--- src/design/sbd_pkg.sv ---
// ----------------------------------------------------------------------------
// sbd_pkg
// Shared widths, codes and controller/datapath handshake types for the
// sliding boxcar demean block.
// ----------------------------------------------------------------------------
package sbd_pkg;

  localparam int SAMPLE_W   = 16;
  localparam int VALUE_W    = 17;
  localparam int STATUS_W   = 2;
  localparam int SUM_W      = 24;
  localparam int CNT_W      = 7;
  localparam int HIST_AW    = 7;
  localparam int HIST_DEPTH = 1 << HIST_AW;
  localparam int POS_W      = 32;
  localparam int WIN_W      = 7;
  localparam int HALF_W     = 6;
  localparam int CFG_IDX_W  = 1;
  localparam int CFG_DATA_W = 32;

  // divider retires DIV_BITS quotient bits per cycle
  localparam int DIV_BITS   = 4;
  localparam int DIV_CYCLES = SUM_W / DIV_BITS;
  localparam int DIV_CNT_W  = $clog2(DIV_CYCLES);

  localparam logic [WIN_W-1:0] WIN_RESET = WIN_W'(7);
  localparam logic [POS_W-1:0] LEN_RESET = POS_W'(1024);
  localparam logic [POS_W-1:0] LEN_MIN   = POS_W'(3);

  localparam logic [STATUS_W-1:0] ST_OK    = 2'd0;
  localparam logic [STATUS_W-1:0] ST_SHORT = 2'd1;
  localparam logic [STATUS_W-1:0] ST_WIN   = 2'd2;

  localparam logic [CFG_IDX_W-1:0] CFG_WINDOW = 1'b0;
  localparam logic [CFG_IDX_W-1:0] CFG_SERIES = 1'b1;

  typedef struct packed {
    logic accept;     // good item taken: latch sample, write history
    logic rd_tail;    // read the sample leaving the window
    logic update;     // running sum / count update
    logic rd_centre;  // read centre sample, start divide
    logic emit;       // load a normal result
    logic emit_err;   // load a status result
    logic rd_flush;   // read sample dropping out during flush
    logic sub_flush;  // subtract it from the sum
  } sbd_cmd_t;

  typedef struct packed {
    logic cfg_bad;
    logic at_end;
    logic early;
    logic flush;
    logic last_pos;
    logic flush_sub;
    logic out_free;
    logic div_done;
  } sbd_stat_t;

endpackage

--- src/design/sbd_div.sv ---
// ----------------------------------------------------------------------------
// sbd_div
// Signed-by-unsigned restoring divider, truncating toward zero, several
// quotient bits per cycle.
// ----------------------------------------------------------------------------
module sbd_div import sbd_pkg::*; (
  input  logic                    clk,
  input  logic                    rst_n,
  input  logic                    start,
  input  logic signed [SUM_W-1:0] dividend,
  input  logic        [CNT_W-1:0] divisor,
  output logic                    done,
  output logic signed [SUM_W-1:0] quotient
);

  logic [SUM_W-1:0]     shq_r, shq_nxt;
  logic [CNT_W-1:0]     rem_r, rem_nxt;
  logic [CNT_W-1:0]     dsr_r;
  logic                 neg_r;
  logic                 busy_r, busy_nxt;
  logic                 done_r, done_nxt;
  logic [DIV_CNT_W-1:0] cnt_r, cnt_nxt;

  always_comb begin
    logic [CNT_W:0] t;
    shq_nxt = shq_r;
    rem_nxt = rem_r;
    for (int s = 0; s < DIV_BITS; s++) begin
      t = {rem_nxt, shq_nxt[SUM_W-1]};
      if (t >= {1'b0, dsr_r}) begin
        t       = t - {1'b0, dsr_r};
        shq_nxt = {shq_nxt[SUM_W-2:0], 1'b1};
      end else begin
        shq_nxt = {shq_nxt[SUM_W-2:0], 1'b0};
      end
      rem_nxt = t[CNT_W-1:0];
    end
  end

  always_comb begin
    busy_nxt = busy_r;
    done_nxt = done_r;
    cnt_nxt  = cnt_r;
    if (start) begin
      busy_nxt = 1'b1;
      done_nxt = 1'b0;
      cnt_nxt  = '0;
    end else if (busy_r) begin
      cnt_nxt = cnt_r + DIV_CNT_W'(1);
      if (cnt_r == DIV_CNT_W'(DIV_CYCLES - 1)) begin
        busy_nxt = 1'b0;
        done_nxt = 1'b1;
      end
    end
  end

  always_ff @(posedge clk) begin
    if (!rst_n) begin
      busy_r <= 1'b0;
      done_r <= 1'b0;
      cnt_r  <= '0;
    end else begin
      busy_r <= busy_nxt;
      done_r <= done_nxt;
      cnt_r  <= cnt_nxt;
    end
  end

  always_ff @(posedge clk) begin
    if (start) begin
      shq_r <= dividend[SUM_W-1] ? (~dividend + SUM_W'(1)) : dividend;
      neg_r <= dividend[SUM_W-1];
      rem_r <= '0;
      dsr_r <= divisor;
    end else if (busy_r) begin
      shq_r <= shq_nxt;
      rem_r <= rem_nxt;
    end
  end

  assign done     = done_r;
  assign quotient = neg_r ? (~shq_r + SUM_W'(1)) : shq_r;

endmodule

--- src/design/sbd_dp.sv ---
// ----------------------------------------------------------------------------
// sbd_dp
// Datapath: config registers, sample history, running sum, flush pointer,
// divider and output register.
// ----------------------------------------------------------------------------
module sbd_dp import sbd_pkg::*; (
  input  logic                       clk,
  input  logic                       rst_n,
  input  sbd_cmd_t                   cmd,
  output sbd_stat_t                  stat,
  input  logic signed [SAMPLE_W-1:0] in_sample,
  input  logic                       cfg_valid,
  input  logic        [CFG_IDX_W-1:0] cfg_index,
  input  logic        [CFG_DATA_W-1:0] cfg_data,
  output logic                       out_valid,
  input  logic                       out_ready,
  output logic signed [VALUE_W-1:0]  out_value,
  output logic        [STATUS_W-1:0] out_status,
  output logic                       out_last_of_run,
  output logic                       out_series_end
);

  logic [WIN_W-1:0] win_r;
  logic [POS_W-1:0] len_r;

  logic signed [SAMPLE_W-1:0] hist_mem [HIST_DEPTH];
  logic signed [SAMPLE_W-1:0] hist_rd_r;
  logic        [HIST_AW-1:0]  rd_addr;
  logic                       rd_en;

  logic signed [SAMPLE_W-1:0] x_r;
  logic        [POS_W-1:0]    k_r;
  logic        [POS_W-1:0]    count_r;
  logic        [HALF_W-1:0]   h_r;
  logic signed [SUM_W-1:0]    sum_r;
  logic        [CNT_W-1:0]    wc_r;
  logic        [POS_W-1:0]    i_r;
  logic                       flush_r;

  logic                       out_valid_r;
  logic signed [VALUE_W-1:0]  out_value_r;
  logic        [STATUS_W-1:0] out_status_r;
  logic                       out_last_r;
  logic                       out_end_r;

  logic                       short_len;
  logic                       win_over;
  logic [STATUS_W-1:0]        bad_code;
  logic [HALF_W-1:0]          h_new;
  logic [POS_W-1:0]           h_pos;
  logic                       tail_sub;
  logic [HIST_AW-1:0]         tail_addr;
  logic [HIST_AW-1:0]         flush_addr;
  logic [POS_W-1:0]           i_start;
  logic [POS_W-1:0]           lo;
  logic [CNT_W-1:0]           cnt_flush;
  logic                       div_done;
  logic signed [SUM_W-1:0]    div_q;
  logic signed [SUM_W-1:0]    sum_upd;
  logic                       out_free;
  logic                       out_load;

  // config
  always_ff @(posedge clk) begin
    if (!rst_n) begin
      win_r <= WIN_RESET;
      len_r <= LEN_RESET;
    end else if (cfg_valid) begin
      unique case (cfg_index)
        CFG_WINDOW: win_r <= cfg_data[WIN_W-1:0];
        CFG_SERIES: len_r <= cfg_data[POS_W-1:0];
        default: ;
      endcase
    end
  end

  assign short_len = len_r < LEN_MIN;
  assign win_over  = POS_W'(win_r) > len_r;
  assign bad_code  = short_len ? ST_SHORT : ST_WIN;

  // even window equal to an even series length gets h = len/2 - 1
  assign h_new = (POS_W'(win_r) == len_r && !len_r[0]) ? (len_r[HALF_W:1] - HALF_W'(1))
                                                        : win_r[WIN_W-1:1];

  assign h_pos      = POS_W'(h_r);
  assign tail_sub   = k_r >= POS_W'({h_r, 1'b1});
  assign tail_addr  = k_r[HIST_AW-1:0] - {h_r, 1'b1};
  assign flush_addr = i_r[HIST_AW-1:0] - HIST_AW'(h_r) - HIST_AW'(1);
  assign i_start    = (k_r >= h_pos) ? (k_r - h_pos) : '0;
  assign lo         = (i_r >= h_pos) ? (i_r - h_pos) : '0;
  // clipped count never exceeds the window, so the low bits are exact
  assign cnt_flush  = k_r[CNT_W-1:0] - lo[CNT_W-1:0] + CNT_W'(1);

  assign sum_upd = sum_r + SUM_W'(x_r) - (tail_sub ? SUM_W'(hist_rd_r) : SUM_W'(0));

  // history memory
  assign rd_en = cmd.rd_tail | cmd.rd_centre | cmd.rd_flush;
  always_comb begin
    priority if (cmd.rd_tail)  rd_addr = tail_addr;
    else if     (cmd.rd_flush) rd_addr = flush_addr;
    else                       rd_addr = i_r[HIST_AW-1:0];
  end

  always_ff @(posedge clk) begin
    if (cmd.accept) begin
      hist_mem[count_r[HIST_AW-1:0]] <= in_sample;
    end
    if (rd_en) begin
      hist_rd_r <= hist_mem[rd_addr];
    end
  end

  sbd_div u_div (
    .clk      (clk),
    .rst_n    (rst_n),
    .start    (cmd.rd_centre),
    .dividend (sum_r),
    .divisor  (flush_r ? cnt_flush : wc_r),
    .done     (div_done),
    .quotient (div_q)
  );

  // series state
  always_ff @(posedge clk) begin
    if (!rst_n) begin
      count_r <= '0;
      flush_r <= 1'b0;
      h_r     <= '0;
      sum_r   <= '0;
      wc_r    <= '0;
    end else begin
      if (cmd.accept && count_r == '0) begin
        h_r   <= h_new;
        sum_r <= '0;
        wc_r  <= '0;
      end
      if (cmd.update) begin
        sum_r   <= sum_upd;
        wc_r    <= wc_r + CNT_W'(!tail_sub);
        flush_r <= stat.at_end;
        if (!stat.at_end) begin
          count_r <= k_r + POS_W'(1);
        end
      end
      if (cmd.sub_flush) begin
        sum_r <= sum_r - SUM_W'(hist_rd_r);
      end
      if (cmd.emit && flush_r && stat.last_pos) begin
        count_r <= '0;
        flush_r <= 1'b0;
        sum_r   <= '0;
        wc_r    <= '0;
      end
    end
  end

  always_ff @(posedge clk) begin
    if (cmd.accept) begin
      x_r <= in_sample;
      k_r <= count_r;
    end
    if (cmd.update) begin
      i_r <= i_start;
    end else if (cmd.emit && flush_r && !stat.last_pos) begin
      i_r <= i_r + POS_W'(1);
    end
  end

  // output register
  assign out_free = !out_valid_r || out_ready;
  assign out_load = cmd.emit | cmd.emit_err;

  always_ff @(posedge clk) begin
    if (!rst_n) begin
      out_valid_r <= 1'b0;
    end else begin
      out_valid_r <= out_load || (out_valid_r && !out_ready);
    end
  end

  always_ff @(posedge clk) begin
    if (cmd.emit_err) begin
      out_value_r  <= '0;
      out_status_r <= bad_code;
      out_last_r   <= 1'b1;
      out_end_r    <= 1'b0;
    end else if (cmd.emit) begin
      out_value_r  <= VALUE_W'(hist_rd_r) - div_q[VALUE_W-1:0];
      out_status_r <= ST_OK;
      out_last_r   <= !flush_r || stat.last_pos;
      out_end_r    <= flush_r && stat.last_pos;
    end
  end

  assign out_valid       = out_valid_r;
  assign out_value       = out_value_r;
  assign out_status      = out_status_r;
  assign out_last_of_run = out_last_r;
  assign out_series_end  = out_end_r;

  assign stat.cfg_bad   = short_len | win_over;
  assign stat.at_end    = k_r >= (len_r - POS_W'(1));
  assign stat.early     = k_r < h_pos;
  assign stat.flush     = flush_r;
  assign stat.last_pos  = i_r == k_r;
  assign stat.flush_sub = i_r >= h_pos;
  assign stat.out_free  = out_free;
  assign stat.div_done  = div_done;

endmodule

--- src/design/sbd_ctrl.sv ---
// ----------------------------------------------------------------------------
// sbd_ctrl
// Sequencer: steps each item through history read, sum update, centre read,
// divide and result load, and walks the flush at the end of a series.
// ----------------------------------------------------------------------------
module sbd_ctrl import sbd_pkg::*; (
  input  logic      clk,
  input  logic      rst_n,
  input  logic      in_valid,
  output logic      in_ready,
  input  sbd_stat_t stat,
  output sbd_cmd_t  cmd
);

  localparam logic [3:0] S_IDLE = 4'd0;
  localparam logic [3:0] S_ERR  = 4'd1;
  localparam logic [3:0] S_TAIL = 4'd2;
  localparam logic [3:0] S_UPD  = 4'd3;
  localparam logic [3:0] S_CTR  = 4'd4;
  localparam logic [3:0] S_DIV  = 4'd5;
  localparam logic [3:0] S_EMIT = 4'd6;
  localparam logic [3:0] S_FRD  = 4'd7;
  localparam logic [3:0] S_FSUB = 4'd8;

  logic [3:0] state_r, state_nxt;
  logic       accept;

  assign in_ready = state_r == S_IDLE;
  assign accept   = in_valid && in_ready;

  always_comb begin
    state_nxt = state_r;
    cmd       = '0;
    unique case (state_r)
      S_IDLE: begin
        if (accept) begin
          if (stat.cfg_bad) begin
            state_nxt = S_ERR;
          end else begin
            cmd.accept = 1'b1;
            state_nxt  = S_TAIL;
          end
        end
      end
      S_ERR: begin
        if (stat.out_free) begin
          cmd.emit_err = 1'b1;
          state_nxt    = S_IDLE;
        end
      end
      S_TAIL: begin
        cmd.rd_tail = 1'b1;
        state_nxt   = S_UPD;
      end
      S_UPD: begin
        cmd.update = 1'b1;
        // before h+1 samples of a series there is nothing to show
        if (!stat.at_end && stat.early) state_nxt = S_IDLE;
        else                            state_nxt = S_CTR;
      end
      S_CTR: begin
        cmd.rd_centre = 1'b1;
        state_nxt     = S_DIV;
      end
      S_DIV: begin
        if (stat.div_done) state_nxt = S_EMIT;
      end
      S_EMIT: begin
        if (stat.out_free) begin
          cmd.emit = 1'b1;
          if (!stat.flush || stat.last_pos) state_nxt = S_IDLE;
          else if (stat.flush_sub)          state_nxt = S_FRD;
          else                              state_nxt = S_CTR;
        end
      end
      S_FRD: begin
        cmd.rd_flush = 1'b1;
        state_nxt    = S_FSUB;
      end
      S_FSUB: begin
        cmd.sub_flush = 1'b1;
        state_nxt     = S_CTR;
      end
      default: state_nxt = S_IDLE;
    endcase
  end

  always_ff @(posedge clk) begin
    if (!rst_n) begin
      state_r <= S_IDLE;
    end else begin
      state_r <= state_nxt;
    end
  end

endmodule

--- src/design/sliding_boxcar_demean.sv ---
// ----------------------------------------------------------------------------
// sliding_boxcar_demean
// Streaming moving-average subtraction: each result is a centred sample less
// the mean of a clipped odd window around it.
// ----------------------------------------------------------------------------
//  channel | direction | handshake             | payload
//  in_     | input     | in_valid / in_ready   | in_sample (16 b signed)
//  out_    | output    | out_valid / out_ready | out_value, out_status,
//          |           |                       | out_last_of_run, out_series_end
//  cfg_    | input     | cfg_valid / cfg_ready | cfg_index, cfg_data
//
// One item at a time. A sample that gives no result is accepted, reads the tail
// and updates the sum; one giving a result adds a centre read, the divide (4
// quotient bits a cycle over a 24-bit sum) and the load. A series-end flush
// repeats these per extra result, first subtracting any sample that drops out.
// A bad configuration gets a status result per item. The output register lets
// the next item in while a result waits; a stalled output holds the sequencer
// at its load step. Reset is synchronous; the history memory needs no clearing.
// ----------------------------------------------------------------------------
module sliding_boxcar_demean import sbd_pkg::*; (
  input  logic                        clk,
  input  logic                        rst_n,
  input  logic                        in_valid,
  output logic                        in_ready,
  input  logic signed [SAMPLE_W-1:0]  in_sample,
  output logic                        out_valid,
  input  logic                        out_ready,
  output logic signed [VALUE_W-1:0]   out_value,
  output logic        [STATUS_W-1:0]  out_status,
  output logic                        out_last_of_run,
  output logic                        out_series_end,
  input  logic                        cfg_valid,
  output logic                        cfg_ready,
  input  logic        [CFG_IDX_W-1:0] cfg_index,
  input  logic        [CFG_DATA_W-1:0] cfg_data
);

  sbd_cmd_t  cmd;
  sbd_stat_t stat;

  assign cfg_ready = 1'b1;

  sbd_ctrl u_ctrl (
    .clk      (clk),
    .rst_n    (rst_n),
    .in_valid (in_valid),
    .in_ready (in_ready),
    .stat     (stat),
    .cmd      (cmd)
  );

  sbd_dp u_dp (
    .clk             (clk),
    .rst_n           (rst_n),
    .cmd             (cmd),
    .stat            (stat),
    .in_sample       (in_sample),
    .cfg_valid       (cfg_valid),
    .cfg_index       (cfg_index),
    .cfg_data        (cfg_data),
    .out_valid       (out_valid),
    .out_ready       (out_ready),
    .out_value       (out_value),
    .out_status      (out_status),
    .out_last_of_run (out_last_of_run),
    .out_series_end  (out_series_end)
  );

endmodule
--- config.mk ---
export PLATFORM = sky130hd
export DESIGN_NAME = sliding_boxcar_demean
export DESIGN_NICKNAME = d
export VERILOG_FILES = /design/src/design/sbd_pkg.sv /design/src/design/sbd_div.sv /design/src/design/sbd_dp.sv /design/src/design/sbd_ctrl.sv /design/src/design/sliding_boxcar_demean.sv
export SDC_FILE = /design/constraint.sdc
export NUM_CORES = 2
export LEC_CHECK = 0
export ABC_AREA = 0
export ABC_CLOCK_PERIOD_IN_PS = 8300
export BUFFER_PORTS_ARGS = -buffer_cell sky130_fd_sc_hd__buf_2
export CORE_UTILIZATION = 55
export DETAILED_ROUTE_END_ITERATION = 10
export PLACE_DENSITY = 0.73
export SKIP_CTS_REPAIR_TIMING = 1
export SLEW_MARGIN = 10
export SYNTH_ARGS = -nofsm -noshare
export SYNTH_HDL_FRONTEND = slang
export SYNTH_HIERARCHICAL = 1
export SYNTH_SLANG_ARGS = --single-unit
--- constraint.sdc ---
create_clock -name clk -period 8.3 [get_ports clk]
set_clock_uncertainty 0.05 [all_clocks]
set_input_delay 0.83 -clock clk [delete_from_list [all_inputs] [get_ports clk]]
set_output_delay 0.83 -clock clk [all_outputs]
set_load 0.02 [all_outputs]
**Word-level counts from Yosys, hierarchy flattened**

Memories as Yosys holds them, arrays and structs flattened. A register that Yosys moved wholly into a read port is not among the register bits.
Cells that the tools add are included.

- Bits in registers: 259
- Bits in writable memories: 2,048
- Input bits: 54
- Output and inout bits: 24
- Word-level logic and storage cells: 169
- Memories: 1

- $add $sub $neg: 23
- Order comparisons: 11
- Equality and inequality tests: 15
- Muxes and demuxes: 54
- Bitwise gates (word level): 9
- Reductions and logical operators: 33

Memory list:

| name | words | bits a word | rd ports | clocked after Yosys merged registers in | wr ports | RTL line | RTL |
|---|---|---|---|---|---|---|---|
| u_dp.hist_mem | 128 | 16 | 1 | 1 | 1 | sbd_dp.sv:26 | `logic signed [SAMPLE_W-1:0] hist_mem [HIST_DEPTH];` |

Operator list:

| kind | number |
|---|---|
| 24-bit two-way mux | 7 |
| 32-bit two-way mux | 3 |
| 7-bit two-way mux | 10 |
| 32-bit by 1-bit adder with 32-bit output (second input constant) | 2 |
| 32-bit by 6-bit greater-or-equal comparator with 1-bit output | 2 |
| 7-bit subtractor | 6 |
| 4-bit case mux with 9 select lines | 1 |
| 32-bit equality test | 1 |
| 7-bit by 32-bit equality test with 1-bit output | 1 |
| 32-bit greater-or-equal comparator | 1 |
| 32-bit by 7-bit greater-or-equal comparator with 1-bit output | 1 |
| 8-bit by 7-bit greater-or-equal comparator with 1-bit output | 4 |
| 7-bit by 32-bit > comparator with 1-bit output | 1 |
| 32-bit logical NOT | 1 |
| 32-bit by 2-bit less-than comparator with 1-bit output (second input constant) | 1 |
| 32-bit by 6-bit less-than comparator with 1-bit output | 1 |
| 32-bit by 1-bit subtractor with 32-bit output (second input constant) | 1 |
| 32-bit by 6-bit subtractor with 32-bit output | 1 |
| 24-bit by 16-bit adder with 24-bit output | 1 |
| 24-bit by 2-bit adder with 24-bit output (second input constant) | 1 |
| 24-bit inverter | 1 |
| 24-bit by 16-bit subtractor with 24-bit output | 1 |
| 24-bit subtractor | 1 |
| 1-bit two-way mux | 20 |
| other kinds (32) | 75 |

**Logic depth before layout (Yosys ltp)**

- Depth after elaboration: 10
- Mapped depth: 38
- Gate-level depth less buffers: 34

**Modules after synthesis**

Netlist, hierarchy kept.

Modules (own cells, without submodules):

| module | instances | cells an instance | area each (µm²) | sequential area each (µm²) |
|---|---|---|---|---|
| sbd_dp | 1 | 5,635 | 96,143.5 | 67,024.3 |
| sbd_div | 1 | 486 | 4,292.9 | 1,201.2 |
| sbd_ctrl | 1 | 60 | 436.7 | 80.1 |
| sliding_boxcar_demean | 1 | 2 | 11.3 | 0.0 |

**Least setup slack after synthesis**

OpenSTA, ideal clock, no wires.

- Kind: reg-to-reg
- Start: register u_dp.u_div.shq_r[23]
- End: register u_dp.u_div.rem_r[5]
- Library setup time: 103 ps
- Arrival: 7,604 ps
- Data required time: 8,147 ps
- Slack: 543 ps
- Stages on the path, launching flop included: 39
- Buffers on the path: 4
- Clock period less this slack: 7,757 ps
- Cell sequence: edfxtp_1 > inv_1 > ha_1 > inv_1 > fa_1 > a211oi_2 > nor3_1 > or3_1 > buf_6 > mux2i_1 > inv_1 > ha_1 > nor2b_1 > o31a_1 > o31a_1 > a311oi_4 > buf_6 > mux2_2 > [... 3 more ...] > o31a_1 > o21ai_1 > a21boi_0 > nor3_1 > clkbuf_1 > nand2_1 > nand2_1 > o21ai_0 > fa_1 > nor2b_1 > o21ai_0 > a21oi_1 > o21ai_0 > nand2b_1 > o22ai_2 > and3_1 > buf_6 > a2111oi_2

- Word-level cells in the longest chain between the ends: 8
- Elaborated cells on any way between the ends: 12
- Classes of those cells: 4 x add/sub; 4 x order compare; 4 x mux

Ends and longest elaborated chain:

| item | RTL line | RTL |
|---|---|---|
| from (decl) | sbd_div.sv:16 | `logic [SUM_W-1:0] shq_r, shq_nxt;` |
| from (signal assigned) | sbd_div.sv:71 | `shq_r <= dividend[SUM_W-1] ? (~dividend + SUM_W'(1)) : dividend;` |
| from (signal assigned) | sbd_div.sv:76 | `shq_r <= shq_nxt;` |
| 7-bit subtractor / 8-bit by 7-bit greater-or-equal comparator with 1-bit output (equally long branches) | sbd_div.sv:31, sbd_div.sv:30 |  |
| 7-bit two-way mux * | sbd_div.sv:30 | `if (t >= {1'b0, dsr_r}) begin` |
| 7-bit subtractor / 8-bit by 7-bit greater-or-equal comparator with 1-bit output (equally long branches) | sbd_div.sv:31, sbd_div.sv:30 |  |
| 7-bit two-way mux * | sbd_div.sv:30 |  |
| 7-bit subtractor / 8-bit by 7-bit greater-or-equal comparator with 1-bit output (equally long branches) | sbd_div.sv:31, sbd_div.sv:30 |  |
| 7-bit two-way mux * | sbd_div.sv:30 |  |
| 7-bit subtractor / 8-bit by 7-bit greater-or-equal comparator with 1-bit output (equally long branches) | sbd_div.sv:31, sbd_div.sv:30 |  |
| 7-bit two-way mux * | sbd_div.sv:30 |  |
| to (signal assigned) | sbd_div.sv:77 | `rem_r <= rem_nxt;` |
| to (decl) | sbd_div.sv:17 | `logic [CNT_W-1:0] rem_r, rem_nxt;` |

Mark *: on every way between the ends. The rest lies on a longest branch, timed or not.
A chain may end at the register's enable or synchronous reset.

**Worst setup path after layout**

- Start: register u_dp.u_div.dsr_r[0]
- End: register u_dp.u_div.shq_r[0] (data pin)

- Word-level cells in the longest chain between the ends: 10
- Elaborated cells on any way between the ends: 13
- Classes of those cells: 3 x add/sub; 4 x order compare; 6 x mux

Ends and longest elaborated chain:

| item | RTL line | RTL |
|---|---|---|
| from (decl) | sbd_div.sv:18 | `logic [CNT_W-1:0] dsr_r;` |
| from (signal assigned) | sbd_div.sv:74 | `dsr_r <= divisor;` |
| 7-bit subtractor / 8-bit by 7-bit greater-or-equal comparator with 1-bit output (equally long branches) | sbd_div.sv:31, sbd_div.sv:30 |  |
| 7-bit two-way mux | sbd_div.sv:30 |  |
| 7-bit subtractor / 8-bit by 7-bit greater-or-equal comparator with 1-bit output (equally long branches) | sbd_div.sv:31, sbd_div.sv:30 |  |
| 7-bit two-way mux | sbd_div.sv:30 |  |
| 7-bit subtractor / 8-bit by 7-bit greater-or-equal comparator with 1-bit output (equally long branches) | sbd_div.sv:31, sbd_div.sv:30 |  |
| 7-bit two-way mux | sbd_div.sv:30 |  |
| 8-bit by 7-bit greater-or-equal comparator with 1-bit output * | sbd_div.sv:30 |  |
| 1-bit two-way mux * | sbd_div.sv:30 |  |
| 24-bit two-way mux * | sbd_div.sv:75 | `end else if (busy_r) begin` |
| 24-bit two-way mux * | sbd_div.sv:70 | `if (start) begin` |

Mark *: on every way between the ends. The rest lies on a longest branch, timed or not. The select of a mux whose other input is x is not followed.

==> summary.md <==
| Metric | Value |
|---|---|
| Crit Path Max Fanout | 10 |
| Kind of critical path | register to register |
| IO Pins | 78 |
| CTS tree | built |
| Kind of start point of the critical path | register |
| Vias | about 58000 |
| Dpl ws | around 430 ps |
| Initial antenna violation count | 10 |
| Worst skew pair latency | 850 ps |
| Max-cap viol count | 0 |
| Routed vias/inst | 6.46 |
| Fin nets | 6634 |
| Starting density of the core | between 50% and 60% |
| Layout cells sized above 1 | 19.1% |
| First-pass GRT wire length | 374000 um |
| PwrDens | 284 nW/um^2 |
| Area Overhead vs Synth | 11.0% |
| GPL Wtd Cong | about 0.91 |
| DR WL/cell | about 28 um |
| Cell Rows | 156 |
| Worst relative slew slack | roughly 20% |
| Post-Layout Cell Count | 8921 |
| # setup viols final | 0 |
| Period utilisation layout | 93.1% |
| DRC | 0 |
| Total negative slack | 0 ps |
| Worst slew pin tran | around 1200 ps |
| Die ar. | 185000 um^2 |
| Synthesized area | approximately 100000 um^2 |
| DRT Wirelength | around 250000 um |
| Crit path max-delay cell type | fa_1 |
| CP arrival | between 8000 and 9000 ps |
| Clk root buf | clkbuf_16 |
| Syn avg cell area | 16.4 um^2 |
| PnR worst setup slack | roughly 570 ps |
| Register area | between 60000 and 70000 um^2 |
| Crit-path leading delay family | compound AO/OA/AOI/OAI gates |
| Syn nets | between 6000 and 7000 |
| Fin Hold WS | slightly above 200 ps |
| Achievable Freq | 129 MHz |
| Crit path required time | 8770 ps |
| Status | completed |
| Worst hold path type | primary input to register |
| Pin count of the biggest net entering global routing | around 110 |
| Clock-pin slew of the registers on the worst-case setup and hold paths | 60 ps |
| Area occupied by multi-input gates | around 30000 um^2 |
| Die Ht | approximately 430 um |
| Grt total ovfl | 0 |
| Max Slew Vio Count | 0 |
| Total CTS buffers | 220 |
| GRT Overall Usage | a little over a quarter |
| Unrepaired setup endpoints after global routing | false |
| Max clock buf depth | 3 |
| CP Capture Type | register |
| P_leak | between 0.03 and 0.04 uW |
| H-tree levels | 4 |
| Cells after Synth | around 6200 |
| Worst path max stage delay | around 450 ps |
| Maximum vdd drop | roughly 0.25 mV |
| FILL cells | 12600 |
| Final hold violations | 0 |
| Number of global-route vias before repair | between 50000 and 60000 |
| Synth warn | 6 |
| Cell total after placement | about 8500 |
| Fin crit period | 7730 ps |
| DR iter-0 viols | 6970 |
| Final antenna-violating net count | 0 |
| WP buf/inv | 3 |
| DP HPWL | about 160000 um |
| Drt pass-1 iters | 5 |
| I/O Buffers | 76 |
| Clock Sinks | around 2300 |
| Chip Width | 430 um |
| Core Area | about 180000 um^2 |
## routing by layer
metal  global-route usage, %  up-vias  share of wire, %
met5                       0        -             0.025
met1                    37.2    29300                38
met2                    43.9     3081                48
li1                        -    24700                 -
met4                    11.3       10               4.4
met3                    5.08      550               9.6
## per-stage QoR
step	total power [uW]	utilization, %	cell area (um^2)
finish	31800	61.7	112000
global route	33000	61.7	112000
detailed placement	21800	57.7	105000
global placement	21700	57.7	105000
CTS	31800	61.7	112000
floorplan	19200	-	101000
## cell type report
type	count	share of cell area (%)
tap	2370	2.65
antenna	3	0.00671
inverter	215	0.722
clock inverter	142	1.34
clock buffer	256	5.14
timing repair buffer	330	2.22
multi-input combinational	3282	26.8
sequential	2323	61.1
## where the power goes
part	switching [uW]	internal [uW]
Combinational	5100	3350
Clock	4400	5650
Sequential	244	13000
Total	9740	22000
## final timing paths
check,start,to,slack (ps),cells past startpoint
worst min-delay path,cfg_data[29],u_dp/len_r[29],200,3
worst max register to register,u_dp/u_div/dsr_r[0],u_dp/u_div/shq_r[0],570,32
worst min register to register,u_dp/count_r[15],u_dp/k_r[15],410,0
worst max-delay path,u_dp/u_div/dsr_r[0],u_dp/u_div/shq_r[0],570,32
## tightest hold or removal path, delay by kind of cell
family / cells / cell delay, ps
buf+inv: 1 / 90
simple gates: 1 / 40
compound gates: 1 / 50
## layout by cell type, fill, tap and decap left out, drive strengths merged, types with 145 or more instances in the layout
| cell | count |
|---|---|
| edfxtp | 2178 |
| mux4 | 482 |
| nand2 | 436 |
| buf | 330 |
| nor2 | 329 |
| clkbuf | 256 |
| inv | 224 |
| a21oi | 221 |
| ha | 174 |
| xnor2 | 147 |
| dfxtp | 145 |
## registers in the layout, indices dropped and copies added (netlist names), 16 cells and up
signal            flops
u_dp/hist_mem      2048
u_dp/count_r         32
u_dp/i_r             32
u_dp/k_r             32
u_dp/len_r           32
u_dp/sum_r           24
u_dp/u_div/shq_r     24
u_dp/out_value       17
u_dp/hist_rd_r       16
u_dp/x_r             16
(Power assumes the default switching activity.)
